### src/sv/mskth_pkg.sv
`timescale 1ns / 1ps

package mskth_pkg;

    // Input action codes
    localparam logic [1:0] ACT_INSERT = 2'd0;
    localparam logic [1:0] ACT_REMOVE = 2'd1;
    localparam logic [1:0] ACT_QUERY  = 2'd2;

    localparam int VALUE_BITS = 10;
    localparam int RANK_BITS  = 16;

    typedef enum logic [1:0] {
        ST_OK     = 2'd0,
        ST_FEWER  = 2'd1,
        ST_ABSENT = 2'd2,
        ST_FULL   = 2'd3
    } status_t;

    typedef enum logic [1:0] {
        OP_INSERT = 2'd0,
        OP_REMOVE = 2'd1,
        OP_QUERY  = 2'd2
    } op_t;

    // Work handed to the tree sequencer; hi_end is the clipped range end plus one.
    typedef struct packed {
        op_t                   op;
        logic [VALUE_BITS-1:0] value;
        logic [RANK_BITS-1:0]  rank;
        logic [VALUE_BITS-1:0] lo;
        logic [VALUE_BITS:0]   hi_end;
    } cmd_t;

    typedef struct packed {
        logic [VALUE_BITS-1:0] kth;
        status_t               status;
    } res_t;

endpackage

### src/sv/mskth_seq.sv
`timescale 1ns / 1ps

module mskth_seq #(
    parameter int NUM_VALUES = 1024,
    parameter int COUNT_BITS = 16
) (
    input  logic                  clk,
    input  logic                  rst_n,
    input  logic                  start,
    input  mskth_pkg::cmd_t       cmd,
    output logic                  idle,
    output logic                  done,
    output mskth_pkg::res_t       res,
    input  logic                  res_take,
    output logic                  mem_we,
    output logic [$clog2(NUM_VALUES):0] mem_waddr,
    output logic [COUNT_BITS-1:0] mem_wdata,
    output logic [$clog2(NUM_VALUES):0] mem_raddr_a,
    output logic [$clog2(NUM_VALUES):0] mem_raddr_b,
    input  logic [COUNT_BITS-1:0] mem_rdata_a,
    input  logic [COUNT_BITS-1:0] mem_rdata_b
);

    localparam int L  = $clog2(NUM_VALUES);
    localparam int AW = L + 1;
    localparam int LW = (L > 1) ? $clog2(L) : 1;
    localparam int CB = COUNT_BITS;

    localparam logic [CB-1:0] CMAX      = '1;
    localparam logic [AW-1:0] ROOT      = AW'(1);
    localparam logic [AW-1:0] ROOT_LEFT = AW'(2);
    localparam logic [AW-1:0] PSIZE     = {1'b1, {L{1'b0}}};
    localparam logic [LW-1:0] LAST_LVL  = LW'(L - 1);

    typedef enum logic [2:0] {
        S_CLEAR,
        S_IDLE,
        S_UPD,
        S_WALK,
        S_CHECK,
        S_DESC,
        S_DONE
    } state_t;

    state_t          state_reg, state_next;
    logic [AW-1:0]   clr_reg, clr_next;
    logic [AW-1:0]   node_a_reg, node_a_next;
    logic [AW-1:0]   node_b_reg, node_b_next;
    logic [L-1:0]    lo_sh_reg, lo_sh_next;
    logic [L-1:0]    end_sh_reg, end_sh_next;
    logic            end_full_reg, end_full_next;
    logic [LW-1:0]   lvl_reg, lvl_next;
    logic [CB-1:0]   acc_a_reg, acc_a_next;
    logic [CB-1:0]   acc_b_reg, acc_b_next;
    logic [CB-1:0]   tgt_reg, tgt_next;
    logic [CB-1:0]   total_reg, total_next;
    logic [mskth_pkg::RANK_BITS-1:0] rank_reg, rank_next;
    logic            up_reg, up_next;
    logic            first_reg, first_next;
    mskth_pkg::res_t res_reg, res_next;

    logic [AW-1:0]   leaf_addr;
    logic [AW-1:0]   end_ext;
    logic [CB-1:0]   cnt_b;
    logic [CB-1:0]   in_range;
    logic            go_left;

    assign leaf_addr = {1'b1, L'(32'(cmd.value))};
    assign end_ext   = AW'(32'(cmd.hi_end));
    assign cnt_b     = end_full_reg ? total_reg : acc_b_reg;
    assign in_range  = cnt_b - acc_a_reg;
    assign go_left   = mem_rdata_a >= tgt_reg;

    assign idle = (state_reg == S_IDLE);
    assign done = (state_reg == S_DONE);
    assign res  = res_reg;

    always_comb
    begin
        state_next    = state_reg;
        clr_next      = clr_reg;
        node_a_next   = node_a_reg;
        node_b_next   = node_b_reg;
        lo_sh_next    = lo_sh_reg;
        end_sh_next   = end_sh_reg;
        end_full_next = end_full_reg;
        lvl_next      = lvl_reg;
        acc_a_next    = acc_a_reg;
        acc_b_next    = acc_b_reg;
        tgt_next      = tgt_reg;
        total_next    = total_reg;
        rank_next     = rank_reg;
        up_next       = up_reg;
        first_next    = first_reg;
        res_next      = res_reg;

        mem_we      = 1'b0;
        mem_waddr   = node_a_reg;
        mem_wdata   = up_reg ? mem_rdata_a + CB'(1) : mem_rdata_a - CB'(1);
        mem_raddr_a = {node_a_reg[AW-2:0], 1'b0};
        mem_raddr_b = {node_b_reg[AW-2:0], 1'b0};

        unique case (state_reg)
            S_CLEAR:
            begin
                mem_we    = 1'b1;
                mem_waddr = clr_reg;
                mem_wdata = '0;
                clr_next  = clr_reg + AW'(1);
                if (&clr_reg)
                begin
                    state_next = S_IDLE;
                end
            end

            S_IDLE:
            begin
                if (start)
                begin
                    rank_next = cmd.rank;
                    unique case (cmd.op)
                        mskth_pkg::OP_INSERT,
                        mskth_pkg::OP_REMOVE:
                        begin
                            if (cmd.op == mskth_pkg::OP_INSERT && total_reg == CMAX)
                            begin
                                res_next   = '{kth: '0, status: mskth_pkg::ST_FULL};
                                state_next = S_DONE;
                            end
                            else
                            begin
                                node_a_next = leaf_addr;
                                mem_raddr_a = leaf_addr;
                                up_next     = (cmd.op == mskth_pkg::OP_INSERT);
                                first_next  = 1'b1;
                                state_next  = S_UPD;
                            end
                        end
                        mskth_pkg::OP_QUERY:
                        begin
                            node_a_next   = ROOT;
                            node_b_next   = ROOT;
                            mem_raddr_a   = ROOT_LEFT;
                            mem_raddr_b   = ROOT_LEFT;
                            acc_a_next    = '0;
                            acc_b_next    = '0;
                            lvl_next      = '0;
                            lo_sh_next    = L'(32'(cmd.lo));
                            end_sh_next   = end_ext[L-1:0];
                            end_full_next = (end_ext == PSIZE);
                            state_next    = S_WALK;
                        end
                        default:
                        begin
                            state_next = S_IDLE;
                        end
                    endcase
                end
            end

            // Leaf to root: write back the count read last cycle, read the parent.
            S_UPD:
            begin
                if (!up_reg && first_reg && mem_rdata_a == '0)
                begin
                    res_next   = '{kth: '0, status: mskth_pkg::ST_ABSENT};
                    state_next = S_DONE;
                end
                else
                begin
                    mem_we     = 1'b1;
                    first_next = 1'b0;
                    if (node_a_reg == ROOT)
                    begin
                        total_next = up_reg ? total_reg + CB'(1) : total_reg - CB'(1);
                        res_next   = '{kth: '0, status: mskth_pkg::ST_OK};
                        state_next = S_DONE;
                    end
                    else
                    begin
                        node_a_next = node_a_reg >> 1;
                        mem_raddr_a = node_a_reg >> 1;
                    end
                end
            end

            // Two root-to-leaf walks in parallel: counts below lo and below hi+1.
            S_WALK:
            begin
                if (lo_sh_reg[L-1])
                begin
                    acc_a_next = acc_a_reg + mem_rdata_a;
                end
                if (end_sh_reg[L-1])
                begin
                    acc_b_next = acc_b_reg + mem_rdata_b;
                end
                node_a_next = {node_a_reg[AW-2:0], lo_sh_reg[L-1]};
                node_b_next = {node_b_reg[AW-2:0], end_sh_reg[L-1]};
                mem_raddr_a = {node_a_next[AW-2:0], 1'b0};
                mem_raddr_b = {node_b_next[AW-2:0], 1'b0};
                lo_sh_next  = lo_sh_reg << 1;
                end_sh_next = end_sh_reg << 1;
                lvl_next    = lvl_reg + LW'(1);
                if (lvl_reg == LAST_LVL)
                begin
                    state_next = S_CHECK;
                end
            end

            S_CHECK:
            begin
                if (32'(rank_reg) > 32'(in_range))
                begin
                    res_next   = '{kth: '0, status: mskth_pkg::ST_FEWER};
                    state_next = S_DONE;
                end
                else
                begin
                    // Global rank of the answer: values below lo plus k.
                    tgt_next    = acc_a_reg + CB'(32'(rank_reg));
                    node_a_next = ROOT;
                    mem_raddr_a = ROOT_LEFT;
                    lvl_next    = '0;
                    state_next  = S_DESC;
                end
            end

            S_DESC:
            begin
                node_a_next = {node_a_reg[AW-2:0], ~go_left};
                tgt_next    = go_left ? tgt_reg : tgt_reg - mem_rdata_a;
                mem_raddr_a = {node_a_next[AW-2:0], 1'b0};
                lvl_next    = lvl_reg + LW'(1);
                if (lvl_reg == LAST_LVL)
                begin
                    res_next = '{kth: mskth_pkg::VALUE_BITS'(32'(node_a_next[L-1:0])),
                                 status: mskth_pkg::ST_OK};
                    state_next = S_DONE;
                end
            end

            S_DONE:
            begin
                if (res_take)
                begin
                    state_next = S_IDLE;
                end
            end

            default:
            begin
                state_next = S_IDLE;
            end
        endcase
    end

    always_ff @(posedge clk or negedge rst_n)
    begin
        if (!rst_n)
        begin
            state_reg <= S_CLEAR;
            clr_reg   <= '0;
            total_reg <= '0;
            res_reg   <= '{kth: '0, status: mskth_pkg::ST_OK};
        end
        else
        begin
            state_reg    <= state_next;
            clr_reg      <= clr_next;
            total_reg    <= total_next;
            res_reg      <= res_next;
            node_a_reg   <= node_a_next;
            node_b_reg   <= node_b_next;
            lo_sh_reg    <= lo_sh_next;
            end_sh_reg   <= end_sh_next;
            end_full_reg <= end_full_next;
            lvl_reg      <= lvl_next;
            acc_a_reg    <= acc_a_next;
            acc_b_reg    <= acc_b_next;
            tgt_reg      <= tgt_next;
            rank_reg     <= rank_next;
            up_reg       <= up_next;
            first_reg    <= first_next;
        end
    end

endmodule
### config.mk
export PLATFORM = sky130hd
export DESIGN_NAME = mskth_seq
export DESIGN_NICKNAME = d
export VERILOG_FILES = /design/src/sv/mskth_pkg.sv /design/src/sv/mskth_seq.sv
export SDC_FILE = /design/constraint.sdc
export NUM_CORES = 1
export LEC_CHECK = 0
export BUFFER_PORTS_ARGS = -buffer_cell sky130_fd_sc_hd__buf_2
export CORE_ASPECT_RATIO = 1.2
export CORE_UTILIZATION = 36
export DETAILED_ROUTE_END_ITERATION = 12
export PLACE_DENSITY = 0.64
export SLEW_MARGIN = 20
export SYNTH_ARGS = -nofsm -noshare
export SYNTH_HDL_FRONTEND = slang
export SYNTH_SLANG_ARGS = --single-unit
export TNS_END_PERCENT = 1
### constraint.sdc
create_clock -name clk -period 7 [get_ports clk]
set_input_delay 0 -clock clk [delete_from_list [all_inputs] [get_ports clk]]
set_output_delay 0 -clock clk [all_outputs]
set_load 0.05 [all_outputs]
==> out/results.txt, run 1 <==
largest net degree at the start of global routing: 51
clk_lat worst skew: 0.45 ns
pre-CTS setup slack: 1.38 ns
CP Max Fanout: 10
Fillers: 3239
largest family of logic cells by synthesized area: compound AO/OA/AOI/OAI gates
EDFF count, synth: 112
first-pass GRT wire length: 53700 µm
Die ar.: 34900 µm²
nets: 1741
FMAX: 169 MHz
Tcrit/Tclk final: 84.8%
Levels on crit path: 22
CTS Buf Count: 17
most frequent cell after synthesis: nand2_1
hold_buf cts: 49
fraction of synthesized area in multiplexers: 4.02%
CTS tree: built
status: complete, no violations
Cells after Synth: 1338
ranking of synthesized cells by area: edfxtp_1 (27%), ha_1 (13%), dfrtp_1 (8.6%)
Mapped Area: 12300 µm²
Die H: 204 µm
grt met2 use: 33.1%
post-route cell area: 14600 µm²
Avg WL per Cell: 16.7 µm
RD Place Congestion: 0.908
PortBufs: 147
WHS Path Cells: 3
Max Slew Vio Count: 0
Worst-path clk slew: 0.08 ns
dpl cell area: 13500 µm²
area added between synthesis and finish: 18.6%
cell area power density: 344 nW/µm²
Rows: 73
drt via density: 5.31
worst vdd ir: 0.165 mV
post-CTS sizing: 0
flops & latches, synth: 154
Final setup viols: 0
worst slew pin tran: 0.990 ns
root buf cell: clkbuf_16
share of layout cells above drive strength 1: 15.3%
GR Util met3: 2.69%
final antenna-violating net count: 0
grt ovf: 0
Largest stage delay, worst path: 0.62 ns
hold_ws: 0.0208 ns
Final Hold Viols: 0
Sink Count: 154
Multi-input gate area: 7430 µm²
postcts setup bufs: 0
Slew HR: 34.0%
Crit path required time: 7.00 ns
XOR/XNOR Fraction of Synth Area: 6.63%
RSZ-0062 raised after global routing: no
total global-route track usage: 19.5%
Setup crit end kind: primary output
post-synthesis compound-gate area fraction: 18.0%
Avg Cell Area, Syn: 9.18 µm²
setup TNS: 0 ns
worst r2r path cells: 21
register area: 4410 µm²
Synth Warn #: 0
Buf/Inv on CP: 2
Synth top area share: 27.4%
final worst slack: 1.07 ns
clock skew: 0.0237 ns
hpwl dp: 25300 µm
Synth Area in Simple Gates: 17.9%
CP Cell Sequence: mux2i_1 -> ha_1 -> inv_1 -> fa_1 -> a21o_1 -> a21o_1 -> a21o_1 -> a21oi_1 -> nand2b_1 -> o21ai_0 -> and3_1 -> a311oi_1 -> ha_1 -> and3_1 -> nand4_1 -> o21ai_0 -> a221oi_2 -> a41oi_1 -> a21oi_1 -> nor2_1 -> a221o_1 -> buf_2
Synth top cells by count: nand2_1 (170), ha_1 (124), edfxtp_1 (112)
area share of fa/ha/maj cells after synthesis: 13.8%
Yosys top cell by area: edfxtp_1
global-route track usage on met1: 25.2%
H-tree Lvls: 4
I/O pins: 149
grt peak-use layer: met2
clk buf depth: 2
asr flop ratio synth: 27.3%
area of the core: 33300 µm²
fin crit period: 5.93 ns
Hold WC Path Type: in2reg
routed vias: 10600
sequential share of the synthesized area: 35.9%
die width: 171 µm
initial antenna violation count: 0
Pleak: 6.55 nW
kind of critical path: reg2out
Max Cap Viol: 0
CP dominant cell by count: a21o_1
total chip power: 0.00502 W
# DRC: 0
vias in the first global route: 10500
slowest CP cell: edfxtp_1
ANT cells: 0
starting density of the core: 36.8%
initial detailed-routing violation count: 711
Mapped Nets: 1554
first drt pass iteration count: 5
Top FF cell, synth: edfxtp_1
total wire length: 33200 µm
CP Launch Type: register
CP top delay family: compound AO/OA/AOI/OAI gates
WP data arrival: 5.93 ns
Distinct cells, synth: 75
where the power goes:
part / switching [W] / internal [W]
Clock: 0.000408 / 0.000532
Sequential: 0.000187 / 0.00124
Combinational: 0.00176 / 0.000892
logic make-up after synthesis:
kind of cell | after synthesis
AO/OA/AOI/OAI | 340
XOR/XNOR | 93
AND/OR/NAND/NOR | 464
other | 1
flip-flops | 154
multiplexers | 45
adder cells (fa/ha/maj) | 131
buffers and inverters | 110
metal layers:
metal  vias up  wire (µm)  share of wire, %
met2       296      16100                49
met1      4956      14900                45
met5         -          0                 0
met4         0        747               2.2
met3        54       1460               4.4
li1       5252          -                 -
worst min-delay path: stages:
cell	delay, ns
buf_2	0.08
ha_1	0.11
and3_1	0.14
final timing paths:
path	start	to	slack, ns
min in group asynchronous	rst_n	clr_reg[7]$_DFFE_PN0P_	0.20
setup / recovery	end_full_reg$_DFFE_PP_	mem_raddr_a[3]	1.07
hold reg to reg	total_reg[15]$_DFFE_PN0P_	total_reg[15]$_DFFE_PN0P_	0.49
setup reg to reg	end_full_reg$_DFFE_PP_	node_a_reg[4]$_DFFE_PP_	1.32
max in group asynchronous	rst_n	total_reg[2]$_DFFE_PN0P_	6.32
hold / removal	mem_rdata_b[0]	acc_b_reg[0]$_SDFFCE_PN0P_	0.02
cell type report:
type | count | area share [%]
clock buffers | 17 | 2.92
repair buffers | 207 | 8.98
inverters | 71 | 1.83
clock inverters | 15 | 1.12
multi-input cells | 1074 | 51.0
flip-flops and latches | 154 | 30.3
well taps | 450 | 3.86
per-stage QoR:
| stage | cells | util, % |
|---|---|---|
| after global routing | 1988 | 43.7 |
| after floorplan | 1338 | - |
| final | 1988 | 43.7 |
| after CTS | 1988 | 43.7 |
| after detailed placement | 1907 | 40.5 |
| after global placement | 1907 | 40.5 |
layout by cell type, fill, tap and decap left out, types with 20 or more instances in the layout:
master           n
nand2b_1        23
nor2_1         110
buf_2          147
nand3_1         20
dlygate4sd3_1   49
dfrtp_1         42
nand2_1        169
ha_1           124
edfxtp_1       112
and3_1          23
o21ai_0         72
inv_1           70
a21oi_1         84
mux2_2          27
xor2_1          44
nor3_1          29
xnor2_1         49
a21o_1          54
Note: power is estimated with default switching activity, not from simulation.
==> run 2, diff against run 1 <==
- PLACE_DENSITY: 0.64 -> 0.66
- clock period: 7 -> 5.4 ns (I/O delays scaled with it)
==> run 2 against run 1 <==
Net effect: clock-buffer cell count stayed put; clock skew is 0.0082 ns lower; via count stayed put; clock power is 28% higher; non-clock buffer count is 3 higher; register-to-register slack worse by 0.94 ns; sequential share of layout area is 0.16 points lower; cell count is 0.15% higher; largest cell class unchanged.
==> out/results.txt, run 2 (synthesized netlist as in run 1, its figures left out) <==
routed vias: 10600 (unchanged)
R2R Setup Slk: 0.38 ns (was 1.32 ns)
I/O pins: 149 (unchanged)
share of layout cells above drive strength 1: 16.0% (was 15.3%)
CP Max Fanout: 7 (was 10)
hpwl dp: 25400 µm (was 25300 µm)
FMAX: 194 MHz
Die ar.: 34900 µm² (unchanged)
H-tree Lvls: 4 (unchanged)
area of the core: 33300 µm² (unchanged)
drt via density: 5.30 (was 5.31)
worst vdd ir: 0.239 mV (was 0.165 mV)
PortBufs: 147 (unchanged)
worst r2r path cells: 21 (unchanged)
Worst-path clk slew: 0.08 ns (about the same)
reg-to-reg critical path endpoint: res[2]$_DFFE_PN0P_ (was node_a_reg[4]$_DFFE_PP_)
Hold WC Path Type: in2reg (unchanged)
die width: 171 µm (unchanged)
post-route insts no fill: 1991 (was 1988)
ANT cells: 0 (unchanged)
largest net degree at the start of global routing: 50 (was 51)
root buf cell: clkbuf_16 (unchanged)
# DRC: 0 (unchanged)
Final setup viols: 0 (unchanged)
initial antenna violation count: 0 (unchanged)
CP Launch Type: register (unchanged)
worst slew pin tran: 0.987 ns (was 0.990 ns)
kind of critical path: reg2out (unchanged)
area added between synthesis and finish: 19.2% (was 18.6%)
Die H: 204 µm (unchanged)
Pleak: 6.59 nW (was 6.55 nW)
DP Cell Count: 1909 (was 1907)
hold_ws: 0.0245 ns (was 0.0208 ns)
starting density of the core: 36.8% (unchanged)
grt ovf: 0 (unchanged)
Final Hold Viols: 0 (unchanged)
CP endpoint: mem_raddr_a[8] (was mem_raddr_a[3])
Max Slew Vio Count: 0 (unchanged)
first-pass GRT wire length: 53000 µm (was 53700 µm)
status: complete, no violations (unchanged)
Max Cap Viol: 0 (unchanged)
RSZ-0062 raised after global routing: yes (was no)
total chip power: 0.00654 W (was 0.00502 W)
CTS tree: built (unchanged)
Reg2Reg Launch Point: end_full_reg$_DFFE_PP_ (unchanged)
Rows: 73 (unchanged)
clock skew: 0.0155 ns (was 0.0237 ns)
first drt pass iteration count: 7 (was 5)
vias in the first global route: 10500 (about the same)
clk_lat worst skew: 0.45 ns (about the same)
Worst Setup SP: end_full_reg$_DFFE_PP_ (unchanged)
fin util: 43.9% (was 43.7%)
Sink Count: 154 (unchanged)
nets: 1744 (was 1741)
RD Place Congestion: 0.938 (was 0.908)
fin crit period: 5.15 ns
Slew HR: 34.2% (was 34.0%)
Tcrit/Tclk final: 95.4%
WP data arrival: 5.15 ns (was 5.93 ns)
commonest non-fill, non-tap cell in the layout: nand2_1 (unchanged)
Fillers: 3253 (was 3239)
most frequent cells in the layout: nand2_1 (169), buf_2 (141), ha_1 (124), edfxtp_1 (112), nor2_1 (110) (was nand2_1 (169), buf_2 (147), ha_1 (124), edfxtp_1 (112), nor2_1 (110))
cell area power density: 446 nW/µm² (was 344 nW/µm²)
total global-route track usage: 19.3% (was 19.5%)
total wire length: 33100 µm (was 33200 µm)
initial detailed-routing violation count: 523 (was 711)
clk buf depth: 2 (unchanged)
CTS Buf Count: 17 (unchanged)
Crit path required time: 5.40 ns (was 7.00 ns)
final antenna-violating net count: 0 (unchanged)
WHS Path Cells: 4 (was 3)
Avg WL per Cell: 16.6 µm (was 16.7 µm)
Setup crit end kind: primary output (unchanged)
run 2: changes by cell type in the layout (fill, tap and decap cells not counted), sizes merged:
cell and delta:
buf -2, clkinvlp -1, clkinv -1, inv +4, clkbuf +5, bufinv -2
run 2: worst min path at each step:
stage | start | end | slack (ns)
after floorplan | rst_n | clr_reg[0]$_DFFE_PN0P_ | -0.30
after global placement | cmd[24] | rank_reg[3]$_DFFE_PP_ | 0.18
after detailed placement | cmd[28] | rank_reg[7]$_DFFE_PP_ | 0.18
after CTS | mem_rdata_b[15] | acc_b_reg[15]$_SDFFCE_PN0P_ | 0.006
after global routing | mem_rdata_b[0] | acc_b_reg[0]$_SDFFCE_PN0P_ | 0.05
final | mem_rdata_b[15] | acc_b_reg[15]$_SDFFCE_PN0P_ | 0.02
run 2: power by group:
group | internal [W] | switching (W) | total, W
registers | 0.00160 | 0.000238 | 0.00184
logic | 0.00120 | 0.00230 | 0.00350
clock network | 0.000626 | 0.000578 | 0.00120
total | 0.00343 | 0.00311 | 0.00654
run 2: routing by layer:
layer / vias up / GRT usage (%) / part of all wire, %
li1: 5270 / - / -
met1: 4979 / 24.5 / 45
met5: - / 0 / 0
met4: 0 / 6.82 / 2.4
met2: 263 / 33.4 / 49
met3: 46 / 2.54 / 4.0
run 2: worst max-delay path, stage by stage, from the launching register on:
cell and delay, ns:
edfxtp_1 0.47, mux2i_1 0.22, ha_1 0.19, inv_1 0.06, fa_1 0.41, a21o_1 0.18
a21o_1 0.19, a21o_1 0.19, a21oi_2 0.18, nand2b_4 0.16, o21ai_0 0.10, and3_1 0.16
a311oi_1 0.22, ha_1 0.30, and3_1 0.18, nand4_1 0.11, o21ai_0 0.12, a221oi_2 0.23
a41oi_2 0.11, a21oi_2 0.18, nor2_1 0.08, buf_4 0.17, a221o_1 0.28, buf_2 0.21
run 2: area by class of cell:
| class | count | area [µm²] | area share (%) |
|---|---|---|---|
| Clock buffer | 17 | 425 | 2.90 |
| Clock inverter | 15 | 168 | 1.14 |
| Inverter | 71 | 267 | 1.82 |
| Multi-Input combinational cell | 1074 | 7470 | 51.0 |
| Sequential cell | 154 | 4410 | 30.1 |
| Tap cell | 450 | 563 | 3.84 |
| Timing Repair Buffer | 210 | 1350 | 9.19 |
run 2: per-stage QoR:
stage / setup TNS [ns] / setup WS (ns) / area (µm²)
finish: 0 / 0.247 / 14600
global placement: 0 / 0.290 / 13500
CTS: 0 / 0.0798 / 14600
detailed placement: 0 / 0.158 / 13500
global route: -0.248 / -0.0647 / 14600
floorplan: 0 / 0.201 / 12300
run 2: what timing repair did:
item,in CTS,in global routing
hold endpoints to repair,90,0
hold buffers,49,0
setup endpoints to repair,0,39
resized for setup,0,15
buffers inserted,0,1
